**src/sv/vft_pkg.sv**
```systemverilog
// Shared types and constants for the vibration feature tracker.
`default_nettype none

package vft_pkg;

  // Largest magnitude of one sample, Q7.8.
  localparam logic [14:0] MAG_MAX = 15'h7FFF;

  // Largest value either average can reach, MAG_MAX (Q7.8) scaled to Q7.16.
  localparam logic [22:0] AVG_MAX = 23'd8388352;

  // Reciprocals for the two constant divisions: floor(2^30 / 10) and floor(2^32 / 50).
  localparam logic [26:0] RECIP10 = 27'd107374182;
  localparam logic [26:0] RECIP50 = 27'd85899345;

  // Health band thresholds on the fast average, Q7.16 (2.0, 5.0 and 8.0).
  localparam logic [22:0] HEALTH_TH1 = 23'd131072;
  localparam logic [22:0] HEALTH_TH2 = 23'd327680;
  localparam logic [22:0] HEALTH_TH3 = 23'd524288;

  // Health band values and the alarm limit.
  localparam logic [6:0] HEALTH_GOOD   = 7'd100;
  localparam logic [6:0] HEALTH_FAIR   = 7'd70;
  localparam logic [6:0] HEALTH_POOR   = 7'd40;
  localparam logic [6:0] HEALTH_BAD    = 7'd15;
  localparam logic [6:0] HEALTH_ALARM  = 7'd50;

  // The crest factor is zero while 100 * fast average stays at or below this.
  localparam logic [29:0] CREST_FLOOR = 30'd65536;

  // Bits of the crest factor quotient.
  localparam int unsigned CREST_BITS = 16;

  // Datapath operations issued by the sequencer.
  typedef enum logic [3:0] {
    OP_NONE,
    OP_CAPTURE,
    OP_NUM1,
    OP_MUL1,
    OP_FIX1,
    OP_NUM2,
    OP_MUL2,
    OP_FIX2,
    OP_CREST,
    OP_DIV,
    OP_LOAD
  } vft_op_e;

  // Status reported by the datapath to the sequencer.
  typedef struct packed {
    logic clear_req;
    logic div_needed;
  } vft_stat_t;

  // One result item.
  typedef struct packed {
    logic [14:0] rms_level;
    logic [14:0] peak_level;
    logic [15:0] crest_factor;
    logic [14:0] trend_level;
    logic [6:0]  health_score;
    logic        health_alarm;
    logic        trend_alarm;
  } vft_result_t;

endpackage

`default_nettype wire

```
**src/sv/vft_if.sv**
```systemverilog
// Stream interfaces for the sample input and the feature result channels.
`default_nettype none

interface vft_in_if #(
  parameter int unsigned SAMPLE_BITS = 16
);
  logic                          valid;
  logic                          ready;
  logic                          cmd;
  logic signed [SAMPLE_BITS-1:0] accel_sample;

  modport source (output valid, output cmd, output accel_sample, input ready);
  modport sink (input valid, input cmd, input accel_sample, output ready);
endinterface

interface vft_out_if;
  logic        valid;
  logic        ready;
  logic [14:0] rms_level;
  logic [14:0] peak_level;
  logic [15:0] crest_factor;
  logic [14:0] trend_level;
  logic [6:0]  health_score;
  logic        health_alarm;
  logic        trend_alarm;

  modport source (
    output valid, output rms_level, output peak_level, output crest_factor,
    output trend_level, output health_score, output health_alarm, output trend_alarm,
    input ready
  );
  modport sink (
    input valid, input rms_level, input peak_level, input crest_factor,
    input trend_level, input health_score, input health_alarm, input trend_alarm,
    output ready
  );
endinterface

`default_nettype wire

```
**src/sv/vft_ctrl.sv**
```systemverilog
// Sequencer that steps the tracker datapath through one item.
`default_nettype none

module vft_ctrl
  import vft_pkg::*;
(
  input  wire logic      clk_i,
  input  wire logic      rst_ni,
  input  wire logic      in_valid_i,
  output logic           in_ready_o,
  output logic           out_valid_o,
  input  wire logic      out_ready_i,
  input  wire vft_stat_t stat_i,
  output vft_op_e        op_o
);

  localparam int unsigned CNT_W = $clog2(CREST_BITS);
  localparam logic [CNT_W-1:0] CNT_LAST = CNT_W'(CREST_BITS - 1);

  typedef enum logic [3:0] {
    S_IDLE,
    S_NUM1,
    S_MUL1,
    S_FIX1,
    S_NUM2,
    S_MUL2,
    S_FIX2,
    S_CREST,
    S_DIV,
    S_LOAD
  } ctrl_state_e;

  ctrl_state_e      state_q, state_d;
  logic [CNT_W-1:0] cnt_q, cnt_d;
  logic             out_valid_q, out_valid_d;
  logic             accept;
  logic             slot_free;

  assign in_ready_o  = (state_q == S_IDLE);
  assign out_valid_o = out_valid_q;
  assign accept      = in_valid_i && in_ready_o;
  assign slot_free   = !out_valid_q || out_ready_i;

  // Operation for the datapath in the current state.
  always_comb begin
    case (state_q)
      S_IDLE:  op_o = accept ? OP_CAPTURE : OP_NONE;
      S_NUM1:  op_o = OP_NUM1;
      S_MUL1:  op_o = OP_MUL1;
      S_FIX1:  op_o = OP_FIX1;
      S_NUM2:  op_o = OP_NUM2;
      S_MUL2:  op_o = OP_MUL2;
      S_FIX2:  op_o = OP_FIX2;
      S_CREST: op_o = OP_CREST;
      S_DIV:   op_o = OP_DIV;
      S_LOAD:  op_o = slot_free ? OP_LOAD : OP_NONE;
      default: op_o = OP_NONE;
    endcase
  end

  // Next state, divide step count and output valid.
  always_comb begin
    state_d     = state_q;
    cnt_d       = cnt_q;
    out_valid_d = out_valid_q && !out_ready_i;
    case (state_q)
      S_IDLE: begin
        if (accept) begin
          state_d = stat_i.clear_req ? S_LOAD : S_NUM1;
        end
      end
      S_NUM1:  state_d = S_MUL1;
      S_MUL1:  state_d = S_FIX1;
      S_FIX1:  state_d = S_NUM2;
      S_NUM2:  state_d = S_MUL2;
      S_MUL2:  state_d = S_FIX2;
      S_FIX2:  state_d = S_CREST;
      S_CREST: begin
        cnt_d   = '0;
        state_d = stat_i.div_needed ? S_DIV : S_LOAD;
      end
      S_DIV: begin
        cnt_d = cnt_q + 1'b1;
        if (cnt_q == CNT_LAST) begin
          state_d = S_LOAD;
        end
      end
      S_LOAD: begin
        if (slot_free) begin
          out_valid_d = 1'b1;
          state_d     = S_IDLE;
        end
      end
      default: state_d = S_IDLE;
    endcase
  end

  // State and registered outputs.
  always_ff @(posedge clk_i or negedge rst_ni) begin
    if (!rst_ni) begin
      state_q     <= S_IDLE;
      cnt_q       <= '0;
      out_valid_q <= 1'b0;
    end else begin
      state_q     <= state_d;
      cnt_q       <= cnt_d;
      out_valid_q <= out_valid_d;
    end
  end

`ifndef SYNTH
  // An accepted item always starts a sequence.
  a_accept_leaves_idle: assert property (@(posedge clk_i) disable iff (!rst_ni)
    accept |=> (state_q != S_IDLE))
    else $error("accepted item did not start a sequence");

  // A load into a free output slot shows a valid result and frees the input.
  a_load_presents: assert property (@(posedge clk_i) disable iff (!rst_ni)
    (state_q == S_LOAD && slot_free) |=> (out_valid_q && state_q == S_IDLE))
    else $error("result load did not present a result");

  // The divider runs exactly the quotient width in steps.
  a_div_ends: assert property (@(posedge clk_i) disable iff (!rst_ni)
    (state_q == S_DIV && cnt_q == CNT_LAST) |=> (state_q == S_LOAD))
    else $error("crest division did not end after its last step");
`endif

endmodule

`default_nettype wire

```
**src/sv/vft_dp.sv**
```systemverilog
// Datapath of the tracker: averages, peak, crest divider and result register.
`default_nettype none

module vft_dp
  import vft_pkg::*;
#(
  parameter int unsigned SAMPLE_BITS = 16
) (
  input  wire logic                          clk_i,
  input  wire logic                          rst_ni,
  input  wire vft_op_e                       op_i,
  input  wire logic                          cmd_i,
  input  wire logic signed [SAMPLE_BITS-1:0] sample_i,
  output vft_stat_t                          stat_o,
  output vft_result_t                        res_o
);

  localparam int unsigned MAGW = (SAMPLE_BITS > 16) ? SAMPLE_BITS : 16;

  // Tracker state.
  logic [22:0] fast_q;
  logic [22:0] slow_q;
  logic [14:0] peak_q;
  logic [15:0] crest_q;

  // Working registers.
  logic [14:0]  mag_q;
  logic [28:0]  num_q;
  logic [55:0]  prod_q;
  logic [22:0]  rem_q;
  vft_result_t  res_q;

  // Saturated magnitude of the incoming sample.
  logic [SAMPLE_BITS-1:0] raw;
  logic [SAMPLE_BITS-1:0] neg;
  logic [MAGW-1:0]        mag_ext;
  logic [14:0]            mag;

  assign raw     = $unsigned(sample_i);
  assign neg     = ~raw + 1'b1;
  assign mag_ext = MAGW'(raw[SAMPLE_BITS-1] ? neg : raw);
  assign mag     = (mag_ext > MAGW'(MAG_MAX)) ? MAG_MAX : mag_ext[14:0];

  // Numerators of the two rounded constant divisions.
  logic [28:0] num1;
  logic [28:0] num2;
  logic [14:0] peak_new;

  assign num1     = 29'(fast_q) * 29'd9 + 29'({mag_q, 8'h00}) + 29'd5;
  assign num2     = 29'(slow_q) * 29'd49 + 29'(fast_q) + 29'd25;
  assign peak_new = (mag_q > peak_q) ? mag_q : peak_q;

  // Shared reciprocal multiplier.
  logic [26:0] recip;
  logic [55:0] prod_d;

  assign recip  = (op_i == OP_MUL2) ? RECIP50 : RECIP10;
  assign prod_d = 56'(num_q) * 56'(recip);

  // Quotient estimate and its one-step correction.
  logic [28:0] quo;
  logic [28:0] quo_mul;
  logic [28:0] dconst;
  logic [28:0] rmd;
  logic [28:0] quo_fix;

  always_comb begin
    if (op_i == OP_FIX2) begin
      quo     = 29'(prod_q[55:32]);
      quo_mul = quo * 29'd50;
      dconst  = 29'd50;
    end else begin
      quo     = 29'(prod_q[55:30]);
      quo_mul = quo * 29'd10;
      dconst  = 29'd10;
    end
  end

  assign rmd     = num_q - quo_mul;
  assign quo_fix = (rmd >= dconst) ? quo + 29'd1 : quo;

  // Crest factor range checks and one restoring divide step.
  logic [29:0] fast100;
  logic        crest_nz;
  logic        crest_sat;
  logic [23:0] rem2;
  logic        rem_ge;

  assign fast100   = 30'(fast_q) * 30'd100;
  assign crest_nz  = fast100 > CREST_FLOOR;
  assign crest_sat = 23'(peak_q) >= fast_q;
  assign rem2      = {rem_q, 1'b0};
  assign rem_ge    = rem2 >= 24'(fast_q);

  assign stat_o.clear_req  = cmd_i;
  assign stat_o.div_needed = crest_nz && !crest_sat;

  // Result fields taken from the current state.
  logic [23:0] rms_sum;
  logic [23:0] trend_sum;
  logic [25:0] fast2;
  logic [25:0] slow3;
  vft_result_t res_d;

  assign rms_sum   = 24'(fast_q) + 24'd128;
  assign trend_sum = 24'(slow_q) + 24'd128;
  assign fast2     = 26'(fast_q) * 26'd2;
  assign slow3     = 26'(slow_q) * 26'd3 + 26'd65536;

  always_comb begin
    res_d.rms_level    = (rms_sum[23:8] > 16'(MAG_MAX)) ? MAG_MAX : rms_sum[22:8];
    res_d.trend_level  = (trend_sum[23:8] > 16'(MAG_MAX)) ? MAG_MAX : trend_sum[22:8];
    res_d.peak_level   = peak_q;
    res_d.crest_factor = crest_q;
    if (fast_q < HEALTH_TH1) begin
      res_d.health_score = HEALTH_GOOD;
    end else if (fast_q < HEALTH_TH2) begin
      res_d.health_score = HEALTH_FAIR;
    end else if (fast_q < HEALTH_TH3) begin
      res_d.health_score = HEALTH_POOR;
    end else begin
      res_d.health_score = HEALTH_BAD;
    end
    res_d.health_alarm = res_d.health_score < HEALTH_ALARM;
    res_d.trend_alarm  = fast2 > slow3;
  end

  // Tracker state registers.
  always_ff @(posedge clk_i or negedge rst_ni) begin
    if (!rst_ni) begin
      fast_q  <= '0;
      slow_q  <= '0;
      peak_q  <= '0;
      crest_q <= '0;
    end else begin
      case (op_i)
        OP_CAPTURE: begin
          if (cmd_i) begin
            peak_q <= '0;
          end
        end
        OP_NUM1: peak_q <= peak_new;
        OP_FIX1: fast_q <= quo_fix[22:0];
        OP_FIX2: slow_q <= quo_fix[22:0];
        OP_CREST: begin
          if (!crest_nz) begin
            crest_q <= '0;
          end else if (crest_sat) begin
            crest_q <= '1;
          end else begin
            crest_q <= '0;
          end
        end
        OP_DIV: crest_q <= {crest_q[CREST_BITS-2:0], rem_ge};
        default: begin
        end
      endcase
    end
  end

  // Working registers.
  always_ff @(posedge clk_i) begin
    case (op_i)
      OP_CAPTURE: mag_q <= mag;
      OP_NUM1:    num_q <= num1;
      OP_MUL1:    prod_q <= prod_d;
      OP_NUM2:    num_q <= num2;
      OP_MUL2:    prod_q <= prod_d;
      OP_CREST:   rem_q <= 23'(peak_q);
      OP_DIV:     rem_q <= rem_ge ? 23'(rem2 - 24'(fast_q)) : rem2[22:0];
      OP_LOAD:    res_q <= res_d;
      default: begin
      end
    endcase
  end

  assign res_o = res_q;

`ifndef SYNTH
  // Both averages stay within the full-scale magnitude.
  a_avg_range: assert property (@(posedge clk_i) disable iff (!rst_ni)
    (fast_q <= AVG_MAX) && (slow_q <= AVG_MAX))
    else $error("average left its range");

  // The partial remainder stays below the divisor during division.
  a_rem_below: assert property (@(posedge clk_i) disable iff (!rst_ni)
    (op_i == OP_DIV) |-> (rem_q < fast_q))
    else $error("crest remainder not below the fast average");

  // A clear item zeroes the held peak.
  a_clear_peak: assert property (@(posedge clk_i) disable iff (!rst_ni)
    (op_i == OP_CAPTURE && cmd_i) |=> (peak_q == '0))
    else $error("clear item did not zero the held peak");
`endif

endmodule

`default_nettype wire

```
**src/sv/vibration_feature_tracker_core.sv**
```systemverilog
// Top level of the vibration feature tracker: sequencer plus datapath.
//
//   channel  modport  handshake      payload
//   in_i     sink     valid/ready    cmd, accel_sample
//   out_o    source   valid/ready    rms_level .. trend_alarm
//
// A sample item passes the capture, the two averages (NUM1, MUL1, FIX1, NUM2, MUL2, FIX2)
// through one shared reciprocal multiplier, the crest check, the bit-serial crest divider
// and one load. With the crest zero or saturated the divider is skipped. A clear item goes
// from acceptance straight to the load. A new item is accepted only once the previous item
// has loaded, and may be accepted while the previous result waits; a result loads only into
// a free output register. Reset is asynchronous, active low, and zeroes the tracker state
// and the sequencer; the working and result registers are not reset.
`default_nettype none

module vibration_feature_tracker_core
  import vft_pkg::*;
#(
  parameter int unsigned SAMPLE_BITS = 16
) (
  input  wire logic  clk_i,
  input  wire logic  rst_ni,
  vft_in_if.sink     in_i,
  vft_out_if.source  out_o
);

  vft_op_e     op;
  vft_stat_t   stat;
  vft_result_t res;

  // Sequencer.
  vft_ctrl u_ctrl (
    .clk_i       (clk_i),
    .rst_ni      (rst_ni),
    .in_valid_i  (in_i.valid),
    .in_ready_o  (in_i.ready),
    .out_valid_o (out_o.valid),
    .out_ready_i (out_o.ready),
    .stat_i      (stat),
    .op_o        (op)
  );

  // Datapath.
  vft_dp #(
    .SAMPLE_BITS (SAMPLE_BITS)
  ) u_dp (
    .clk_i    (clk_i),
    .rst_ni   (rst_ni),
    .op_i     (op),
    .cmd_i    (in_i.cmd),
    .sample_i (in_i.accel_sample),
    .stat_o   (stat),
    .res_o    (res)
  );

  // Result fields onto the output channel.
  assign out_o.rms_level    = res.rms_level;
  assign out_o.peak_level   = res.peak_level;
  assign out_o.crest_factor = res.crest_factor;
  assign out_o.trend_level  = res.trend_level;
  assign out_o.health_score = res.health_score;
  assign out_o.health_alarm = res.health_alarm;
  assign out_o.trend_alarm  = res.trend_alarm;

endmodule

`default_nettype wire

```
**src/flat_wrapper.sv**
```systemverilog
// flat-port wrapper written by rule: the top's interface ports become plain ports
module vibration_feature_tracker_core_flat import vft_pkg::*;
#(
  parameter int unsigned SAMPLE_BITS = 16
)
  (clk_i, rst_ni, in_i_valid, in_i_cmd, in_i_accel_sample, in_i_ready, out_o_valid, out_o_rms_level, out_o_peak_level, out_o_crest_factor, out_o_trend_level, out_o_health_score, out_o_health_alarm, out_o_trend_alarm, out_o_ready);
  vft_in_if #(.SAMPLE_BITS(SAMPLE_BITS)) in_i_i ();
  vft_out_if out_o_i ();
  input  wire logic clk_i;
  input  wire logic rst_ni;
  input wire logic [$bits(in_i_i.valid)-1:0] in_i_valid;
  input wire logic [$bits(in_i_i.cmd)-1:0] in_i_cmd;
  input wire logic [$bits(in_i_i.accel_sample)-1:0] in_i_accel_sample;
  output wire logic [$bits(in_i_i.ready)-1:0] in_i_ready;
  output wire logic [$bits(out_o_i.valid)-1:0] out_o_valid;
  output wire logic [$bits(out_o_i.rms_level)-1:0] out_o_rms_level;
  output wire logic [$bits(out_o_i.peak_level)-1:0] out_o_peak_level;
  output wire logic [$bits(out_o_i.crest_factor)-1:0] out_o_crest_factor;
  output wire logic [$bits(out_o_i.trend_level)-1:0] out_o_trend_level;
  output wire logic [$bits(out_o_i.health_score)-1:0] out_o_health_score;
  output wire logic [$bits(out_o_i.health_alarm)-1:0] out_o_health_alarm;
  output wire logic [$bits(out_o_i.trend_alarm)-1:0] out_o_trend_alarm;
  input wire logic [$bits(out_o_i.ready)-1:0] out_o_ready;
  assign in_i_i.valid = in_i_valid;
  assign in_i_i.cmd = in_i_cmd;
  assign in_i_i.accel_sample = in_i_accel_sample;
  assign in_i_ready = in_i_i.ready;
  assign out_o_valid = out_o_i.valid;
  assign out_o_rms_level = out_o_i.rms_level;
  assign out_o_peak_level = out_o_i.peak_level;
  assign out_o_crest_factor = out_o_i.crest_factor;
  assign out_o_trend_level = out_o_i.trend_level;
  assign out_o_health_score = out_o_i.health_score;
  assign out_o_health_alarm = out_o_i.health_alarm;
  assign out_o_trend_alarm = out_o_i.trend_alarm;
  assign out_o_i.ready = out_o_ready;
  vibration_feature_tracker_core #(.SAMPLE_BITS(SAMPLE_BITS)) u_core (.clk_i(clk_i), .rst_ni(rst_ni), .in_i(in_i_i), .out_o(out_o_i));
endmodule
```
**config.mk**
```make
export PLATFORM = sky130hd
export DESIGN_NAME = vibration_feature_tracker_core_flat
export DESIGN_NICKNAME = d
export VERILOG_FILES = /design/src/sv/vft_pkg.sv /design/src/sv/vft_if.sv /design/src/sv/vft_ctrl.sv /design/src/sv/vft_dp.sv /design/src/sv/vibration_feature_tracker_core.sv /design/src/flat_wrapper.sv
export SDC_FILE = /design/constraint.sdc
export NUM_CORES = 2
export LEC_CHECK = 0
export BUFFER_PORTS_ARGS = -buffer_cell sky130_fd_sc_hd__buf_2
export CAP_MARGIN = 20
export CORE_AREA = 2 2 306 308
export DETAILED_ROUTE_END_ITERATION = 7
export DIE_AREA = 0 0 308 310
export HOLD_SLACK_MARGIN = 0.02
export MAX_ROUTING_LAYER = met4
export PLACE_DENSITY = 0.69
export SYNTH_ARGS = -nofsm -noshare
export SYNTH_HDL_FRONTEND = slang
export SYNTH_SLANG_ARGS = --single-unit
export TNS_END_PERCENT = 100
```
**constraint.sdc**
```tcl
create_clock -name clk_i -period 10.1 [get_ports clk_i]
set_input_delay 2.02 -clock clk_i [delete_from_list [all_inputs] [get_ports clk_i]]
set_output_delay 2.02 -clock clk_i [all_outputs]
set_load 0.02 [all_outputs]
```
-- After elaboration in Yosys (flattened, before gate mapping)
Index checks and enable logic that the tools add are counted.
- register bits: 279
- bits of input ports: 21
- output and inout port bits: 72
- $lt $le $gt $ge: 13
- equal/unequal tests: 25
- bitwise operators: 1
- reductions and logical operators: 15
- multiply operators: 7
- multiplexer cells: 30
- add/subtract/negate cells: 12
- operators by type and width (cell ; count):
    one-hot mux 4 bit (10 select lines) ; 2
    2-to-1 mux 23 bit ; 3
    one-hot mux 29 bit (2 select lines) ; 1
    multiplier 29 x 27 -> 56 bit ; 1
    adder 23 x 8 -> 24 bit, second input constant ; 2
    > comparator 16 x 15 -> 1 bit, second input constant ; 3
    2-to-1 mux 16 bit ; 3
    one-hot mux 23 bit (2 select lines) ; 1
    equality test 4 x 3 -> 1 bit, second input constant ; 8
    one-hot mux 16 bit (2 select lines) ; 1
    > comparator 30 x 17 -> 1 bit, second input constant ; 1
    2-to-1 mux 15 bit ; 2
    one-hot mux 15 bit (2 select lines) ; 1
    adder 28 x 3 -> 29 bit, second input constant ; 1
    adder 29 x 23 -> 29 bit ; 1
    adder 29 x 5 -> 29 bit, second input constant ; 1
    greater-or-equal comparator 29 bit ; 1
    multiplier 23 x 6 -> 29 bit, second input constant ; 1
    2-to-1 mux 29 bit ; 1
    subtractor 29 bit ; 1
    adder 27 x 23 -> 28 bit ; 1
    multiplier 23 x 5 -> 28 bit, second input constant ; 1
    multiplier 24 x 5 -> 28 bit, second input constant ; 1
    multiplier 26 x 3 -> 28 bit, second input constant ; 1
    34 further kinds ; 63

-- Logic depth before layout (Yosys ltp)
- depth after elaboration: 9
- mapped depth: 34
- mapped depth without buffers: 31

-- By module
A second synthesis with hierarchy kept.
- cell total of the unflattened synthesis: 4863
- area, all modules: 45149.6 um2
- modules (own cells, without submodules) (module ; area an instance (um2) ; cells an instance ; instances):
    vft_dp ; 44599.0 ; 4805 ; 1
    vft_ctrl ; 550.5 ; 58 ; 1

-- Worst setup path after synthesis
OpenSTA, ideal clock, no wires.
- path type: reg2reg
- start point: register u_core.u_ctrl.state_q[2]
- end point: register u_core.u_dp.prod_q[53] (data pin)
- arrival time: 8.068 ns
- required time: 9.839 ns
- path slack: 1.771 ns
- buffers on the path: 3
- cell stages (with the launch flop): 32
- cell sequence: dfrtp_1 clkbuf_1 nor2b_1 nand2_1 clkbuf_1 clkbuf_1 nand2_1 inv_1 fa_1 inv_1 fa_1 inv_1 fa_1 fa_1 fa_1 fa_1 inv_1 fa_1 inv_1 ha_1 a21oi_1 o21ai_0 a21oi_1 o21ai_0 o211ai_1 a31oi_1 nor2_1 o41ai_1 a21oi_1 a311oi_1 nor4_1 a311o_1
- word-level cells in the longest chain between the ends: 7
- ends and longest elaborated chain (item ; RTL line ; RTL):
    start, declared ; vft_ctrl.sv:33 ; ctrl_state_e state_q, state_d;
    start signal, assigned ; vft_ctrl.sv:105 ; state_q <= state_d;
    zero test 4 bit ; vft_ctrl.sv:39, vft_ctrl.sv:46 ;
    logical AND 1 bit ; vft_ctrl.sv:41 ; assign accept = in_valid_i && in_ready_o;
    2-to-1 mux 1 bit ; vft_ctrl.sv:47 ; S_IDLE: op_o = accept ? OP_CAPTURE : OP_NONE;
    one-hot mux 4 bit (10 select lines) (*) ; vft_ctrl.sv:46 ; case (state_q)
    equality test 4 x 3 -> 1 bit (*) ; vft_dp.sv:57 ; assign recip = (op_i == OP_MUL2) ? RECIP50 : RECIP10;
    2-to-1 mux 26 bit (*) ; vft_dp.sv:57 ;
    multiplier 29 x 27 -> 56 bit (*) ; vft_dp.sv:58 ; assign prod_d = 56'(num_q) * 56'(recip);
    named net u_core.u_dp.prod_d[53] ; vft_dp.sv:55 ; logic [55:0] prod_d;
    end signal, assigned ; vft_dp.sv:166 ; OP_MUL1: prod_q <= prod_d;
    end signal, assigned ; vft_dp.sv:168 ; OP_MUL2: prod_q <= prod_d;
    end, declared ; vft_dp.sv:29 ; logic [55:0] prod_q;
Mark *: on every way through the listed nets, which the timed path passes. The rest lies on a longest branch.
A chain may end at the register's enable or synchronous reset.

-- Final worst setup path
- start point: register u_core.u_ctrl.state_q[1]
- end point: register u_core.u_dp.prod_q[53] (data pin)
Same word-level chain as after synthesis.

==> flow_metrics.env <==
export IMPL_crit_path_frequent_cell="inv_1"
export IMPL_synth_seq_area_share_pct=15.4
export IMPL_hold_start="u_core.u_dp.crest_q[15]$_DFFE_PN0P_"
export IMPL_ant_nets=0
export IMPL_worst_slew_pin_slew_ns=1.09
export IMPL_max_clock_path_buffers=3
export IMPL_layout_setup_ws_ns=0.670
export IMPL_ys_flop_type="edfxtp_1"
export IMPL_critPathLaunchType="register"
export IMPL_place_area_um2=47600
export IMPL_worst_path_stages=31
export IMPL_hold_depth=0
export IMPL_cts_root_buffer="clkbuf_16"
export IMPL_drt_vias_per_instance=5.51
export IMPL_fin_crit_sh_pct=93.4
export IMPL_area_growth_pct=6.60
export IMPL_clkTransAtPathRegs_ns=0.07
export IMPL_grt_pass1_vias=34800
export IMPL_n_fill_cell=8469
export IMPL_fin_area_um2=48600
export IMPL_setup_viol=0
export IMPL_h_tree_depth=1
export IMPL_io_pins=93
export IMPL_die_x_um=308
export IMPL_fmax_ghz=0.106
export IMPL_yosys_area_top_type="fa_1"
export IMPL_cts_tree="built"
export IMPL_num_nets_final=6467
export IMPL_ir_worst_vdd_mv=0.285
export IMPL_fin_tns_setup_ns=0
export IMPL_reg2regPathDepth=31
export IMPL_vias=34800
export IMPL_cts_sinks=248
export IMPL_post_route_min_period_ns=9.43
export IMPL_grt_max_degree=67
export IMPL_drt_iter0_drc=2629
export IMPL_rsz0062_at_grt="false"
export IMPL_ys_types=84
export IMPL_crit_required_ns=10.45
export IMPL_crit_slowest_cell="a31oi_1"
export IMPL_antenna_cells=0
export IMPL_avgRoutedWirePerCell_um=19.9
export IMPL_syn_area_per_cell_um2=9.14
export IMPL_place_hpwl_um=107000
export IMPL_synth_cells=4993
export IMPL_cp_top_family="adder cells"
export IMPL_antenna_found_initial=4
export IMPL_whs_endpoint="u_core.u_dp.res_o[39]$_DFFE_PN_"
export IMPL_pwr_share_seq_pct=17.1
export IMPL_insertion_delay_ns=0.61
export IMPL_arrival_ns=9.78
export IMPL_crit_type="register to register"
export IMPL_hold_viol=0
export IMPL_drive_gt1_share_pct=4.44
export IMPL_p_sw_share_pct=51.2
export IMPL_yosys_top_cells_area="fa_1 (26%), ha_1 (21%), edfxtp_1 (11%)"
export IMPL_critPathMaxStageDelay_ns=0.62
export IMPL_ys_seq_elements=248
export IMPL_p_sw_mw=6.08
export IMPL_drc=0
export IMPL_power_density_nw_per_um2=244
export IMPL_dp_slack_ns=0.607
export IMPL_totalPowerFinal_mw=11.9
export IMPL_dr_pass1_iters=7
export IMPL_rr_endpoint="u_core.u_dp.prod_q[53]$_DFFE_PP_"
export IMPL_dieArea_um2=95500
export IMPL_critPathBufInv=8
export IMPL_final_core_util_pct=52.6
export IMPL_ctsHoldBuffers=0
export IMPL_core_um2=92500
export IMPL_internal_power_mw=5.80
export IMPL_start_util_pct=49.3
export IMPL_wl_um=126000
export IMPL_slew_headroom_pct=26.8
export IMPL_crit_path_end_kind="register"
export IMPL_grt_pass1_wl_um=198000
export IMPL_grt_ovfl_total=0
export IMPL_yosys_warnings=0
export IMPL_die_height_um=310
export IMPL_gp_congestion=0.988
export IMPL_clkPwrFrac_pct=9.0
export IMPL_track_usage_pct=27.7
export IMPL_numCtsBuffers=31
export IMPL_hold_class="register to register"
export IMPL_power_frac_comb_pct=73.9
export IMPL_r2r_setup_slack_ns=0.67
export IMPL_status="complete, no violations"
export IMPL_maxCapViolCount=0
export IMPL_r2r_start="u_core.u_ctrl.state_q[1]$_DFFE_PN0P_"
export IMPL_synth_top_area_share_pct=25.7
export IMPL_rows=112
export IMPL_drv_slew=0
export IMPL_synthesis_area_um2=45600
export IMPL_clock_skew_ns=0.0175
export IMPL_synth_edf_count=162
export IMPL_ys_async_sr_fraction_pct=34.7
export IMPL_p_leak_nw=25.5
export IMPL_port_buffers=91
export IMPL_path_max_fanout=19
==> cells in the final DEF, fill, tap and decap left out, types with 48 or more instances in the layout <==
cell type  instances
a21o_1            88
a21oi_1          202
buf_2             90
dfrtp_1           86
edfxtp_1         162
fa_1             586
ha_1             767
inv_1           1243
nand2_1          374
nand3_1           67
nand4_1           58
nor2_1           195
nor3_1            62
o211ai_1          48
o21a_1            54
o21ai_0          184
xnor2_1          140
xor2_1            70
==> cell families (layout without fill, tap and decap cells) <==
logic type / Yosys count / after routing / synth area share, %
compound gates: 817 / 817 / 11.5
xor+xnor: 210 / 210 / 4.03
fa+ha+maj: 1353 / 1353 / 46.8
buf+inv: 1336 / 1430 / 11.0
flops: 248 / 248 / 15.4
mux: 55 / 55 / 1.23
other cells: 2 / 32 / 0.0165
simple gates: 972 / 972 / 10.0
==> state kept, by name, summed over array words and instances, names as in the netlist <==
name,cells
u_core.u_ctrl.cnt_q,4
u_core.u_ctrl.out_valid_o,1
u_core.u_ctrl.state_q,4
u_core.u_dp.crest_q,16
u_core.u_dp.fast_q,23
u_core.u_dp.mag_q,15
u_core.u_dp.num_q,29
u_core.u_dp.peak_q,15
u_core.u_dp.prod_q,26
u_core.u_dp.rem_q,23
u_core.u_dp.res_o,69
u_core.u_dp.slow_q,23
==> how the worst max path moves through the flow <==
| stage | from | endpoint |
|---|---|---|
| 2_1_floorplan | u_core.u_ctrl.state_q[2]$_DFFE_PN0P_ | u_core.u_dp.prod_q[53]$_DFFE_PP_ |
| 3_3_place_gp | u_core.u_ctrl.state_q[1]$_DFFE_PN0P_ | u_core.u_dp.prod_q[53]$_DFFE_PP_ |
| 3_5_place_dp | u_core.u_ctrl.state_q[1]$_DFFE_PN0P_ | u_core.u_dp.prod_q[53]$_DFFE_PP_ |
| 4_1_cts | u_core.u_ctrl.state_q[1]$_DFFE_PN0P_ | u_core.u_dp.prod_q[53]$_DFFE_PP_ |
| 5_1_grt | u_core.u_dp.prod_q[35]$_DFFE_PP_ | u_core.u_dp.fast_q[19]$_DFFE_PN0N_ |
| 6_report | u_core.u_ctrl.state_q[1]$_DFFE_PN0P_ | u_core.u_dp.prod_q[53]$_DFFE_PP_ |
==> per-stage QoR <==
step,cells,hold WS [ns]
CTS,6312,0.466
detailed placement,6255,0.453
floorplan,5023,0.425
global placement,6254,0.439
finish,6314,0.459
global route,6314,0.474
==> synthesized netlist by cell type (15+ instances only) <==
master	n
nand3_1	67
or2_2	15
nand2b_1	45
nor2b_1	31
dfrtp_1	86
a21boi_0	18
o21ai_0	184
a21o_1	88
a21oi_1	204
a211oi_1	24
ha_1	767
xnor2_1	140
clkbuf_1	70
fa_1	586
and3_1	22
mux2i_1	47
nand4_1	58
o211ai_1	48
o31ai_1	29
nor3_1	65
o21bai_1	23
nand2_1	374
o21a_1	54
inv_1	1243
nor4_1	21
and2_1	19
xor2_1	70
nor2_1	196
a31oi_1	30
or3_1	27
edfxtp_1	162
==> power groups by stage <==
stage / Sequential (mW) / Combinational (mW) / Clock, mW
after floorplan: 2.00 / 6.30 / 0
after global placement: 2.05 / 8.52 / 0
after detailed placement: 2.05 / 8.64 / 0
after CTS: 2.04 / 8.76 / 1.10
after global routing: 2.07 / 9.90 / 1.13
final: 2.03 / 8.78 / 1.07
==> worst reg2reg max path, delay by kind of cell (launching register included) <==
| family | cells | cell delay [ns] |
|---|---|---|
| buf+inv | 8 | 0.71 |
| fa+ha+maj | 8 | 3.73 |
| flops | 1 | 0.51 |
| compound gates | 8 | 2.36 |
| simple gates | 7 | 1.87 |
==> what timing repair did <==
item                                    CTS  global route
setup buffers                             0             0
gates resized for setup                   0             2
endpoints found under the setup margin    0            11
==> area by class of cell <==
| cell class | instances | area (um^2) | area share (%) |
|---|---|---|---|
| clock buffer | 37 | 808 | 1.66 |
| clock inverter | 20 | 140 | 0.288 |
| inverter | 1245 | 4670 | 9.61 |
| multi-input combinational | 3439 | 33700 | 69.4 |
| sequential | 248 | 7020 | 14.4 |
| tap | 1197 | 1500 | 3.08 |
| timing repair buffer | 128 | 751 | 1.54 |
==> layer usage <==
layer,share of wire (%),track usage [%],up-vias
met5,0,-,-
met4,2.9,6.78,0
met3,6.5,4.33,169
met2,45,43.2,1009
met1,45,37.8,17100
li1,-,-,16500
No activity file was read; power rests on OpenSTA's default activity.
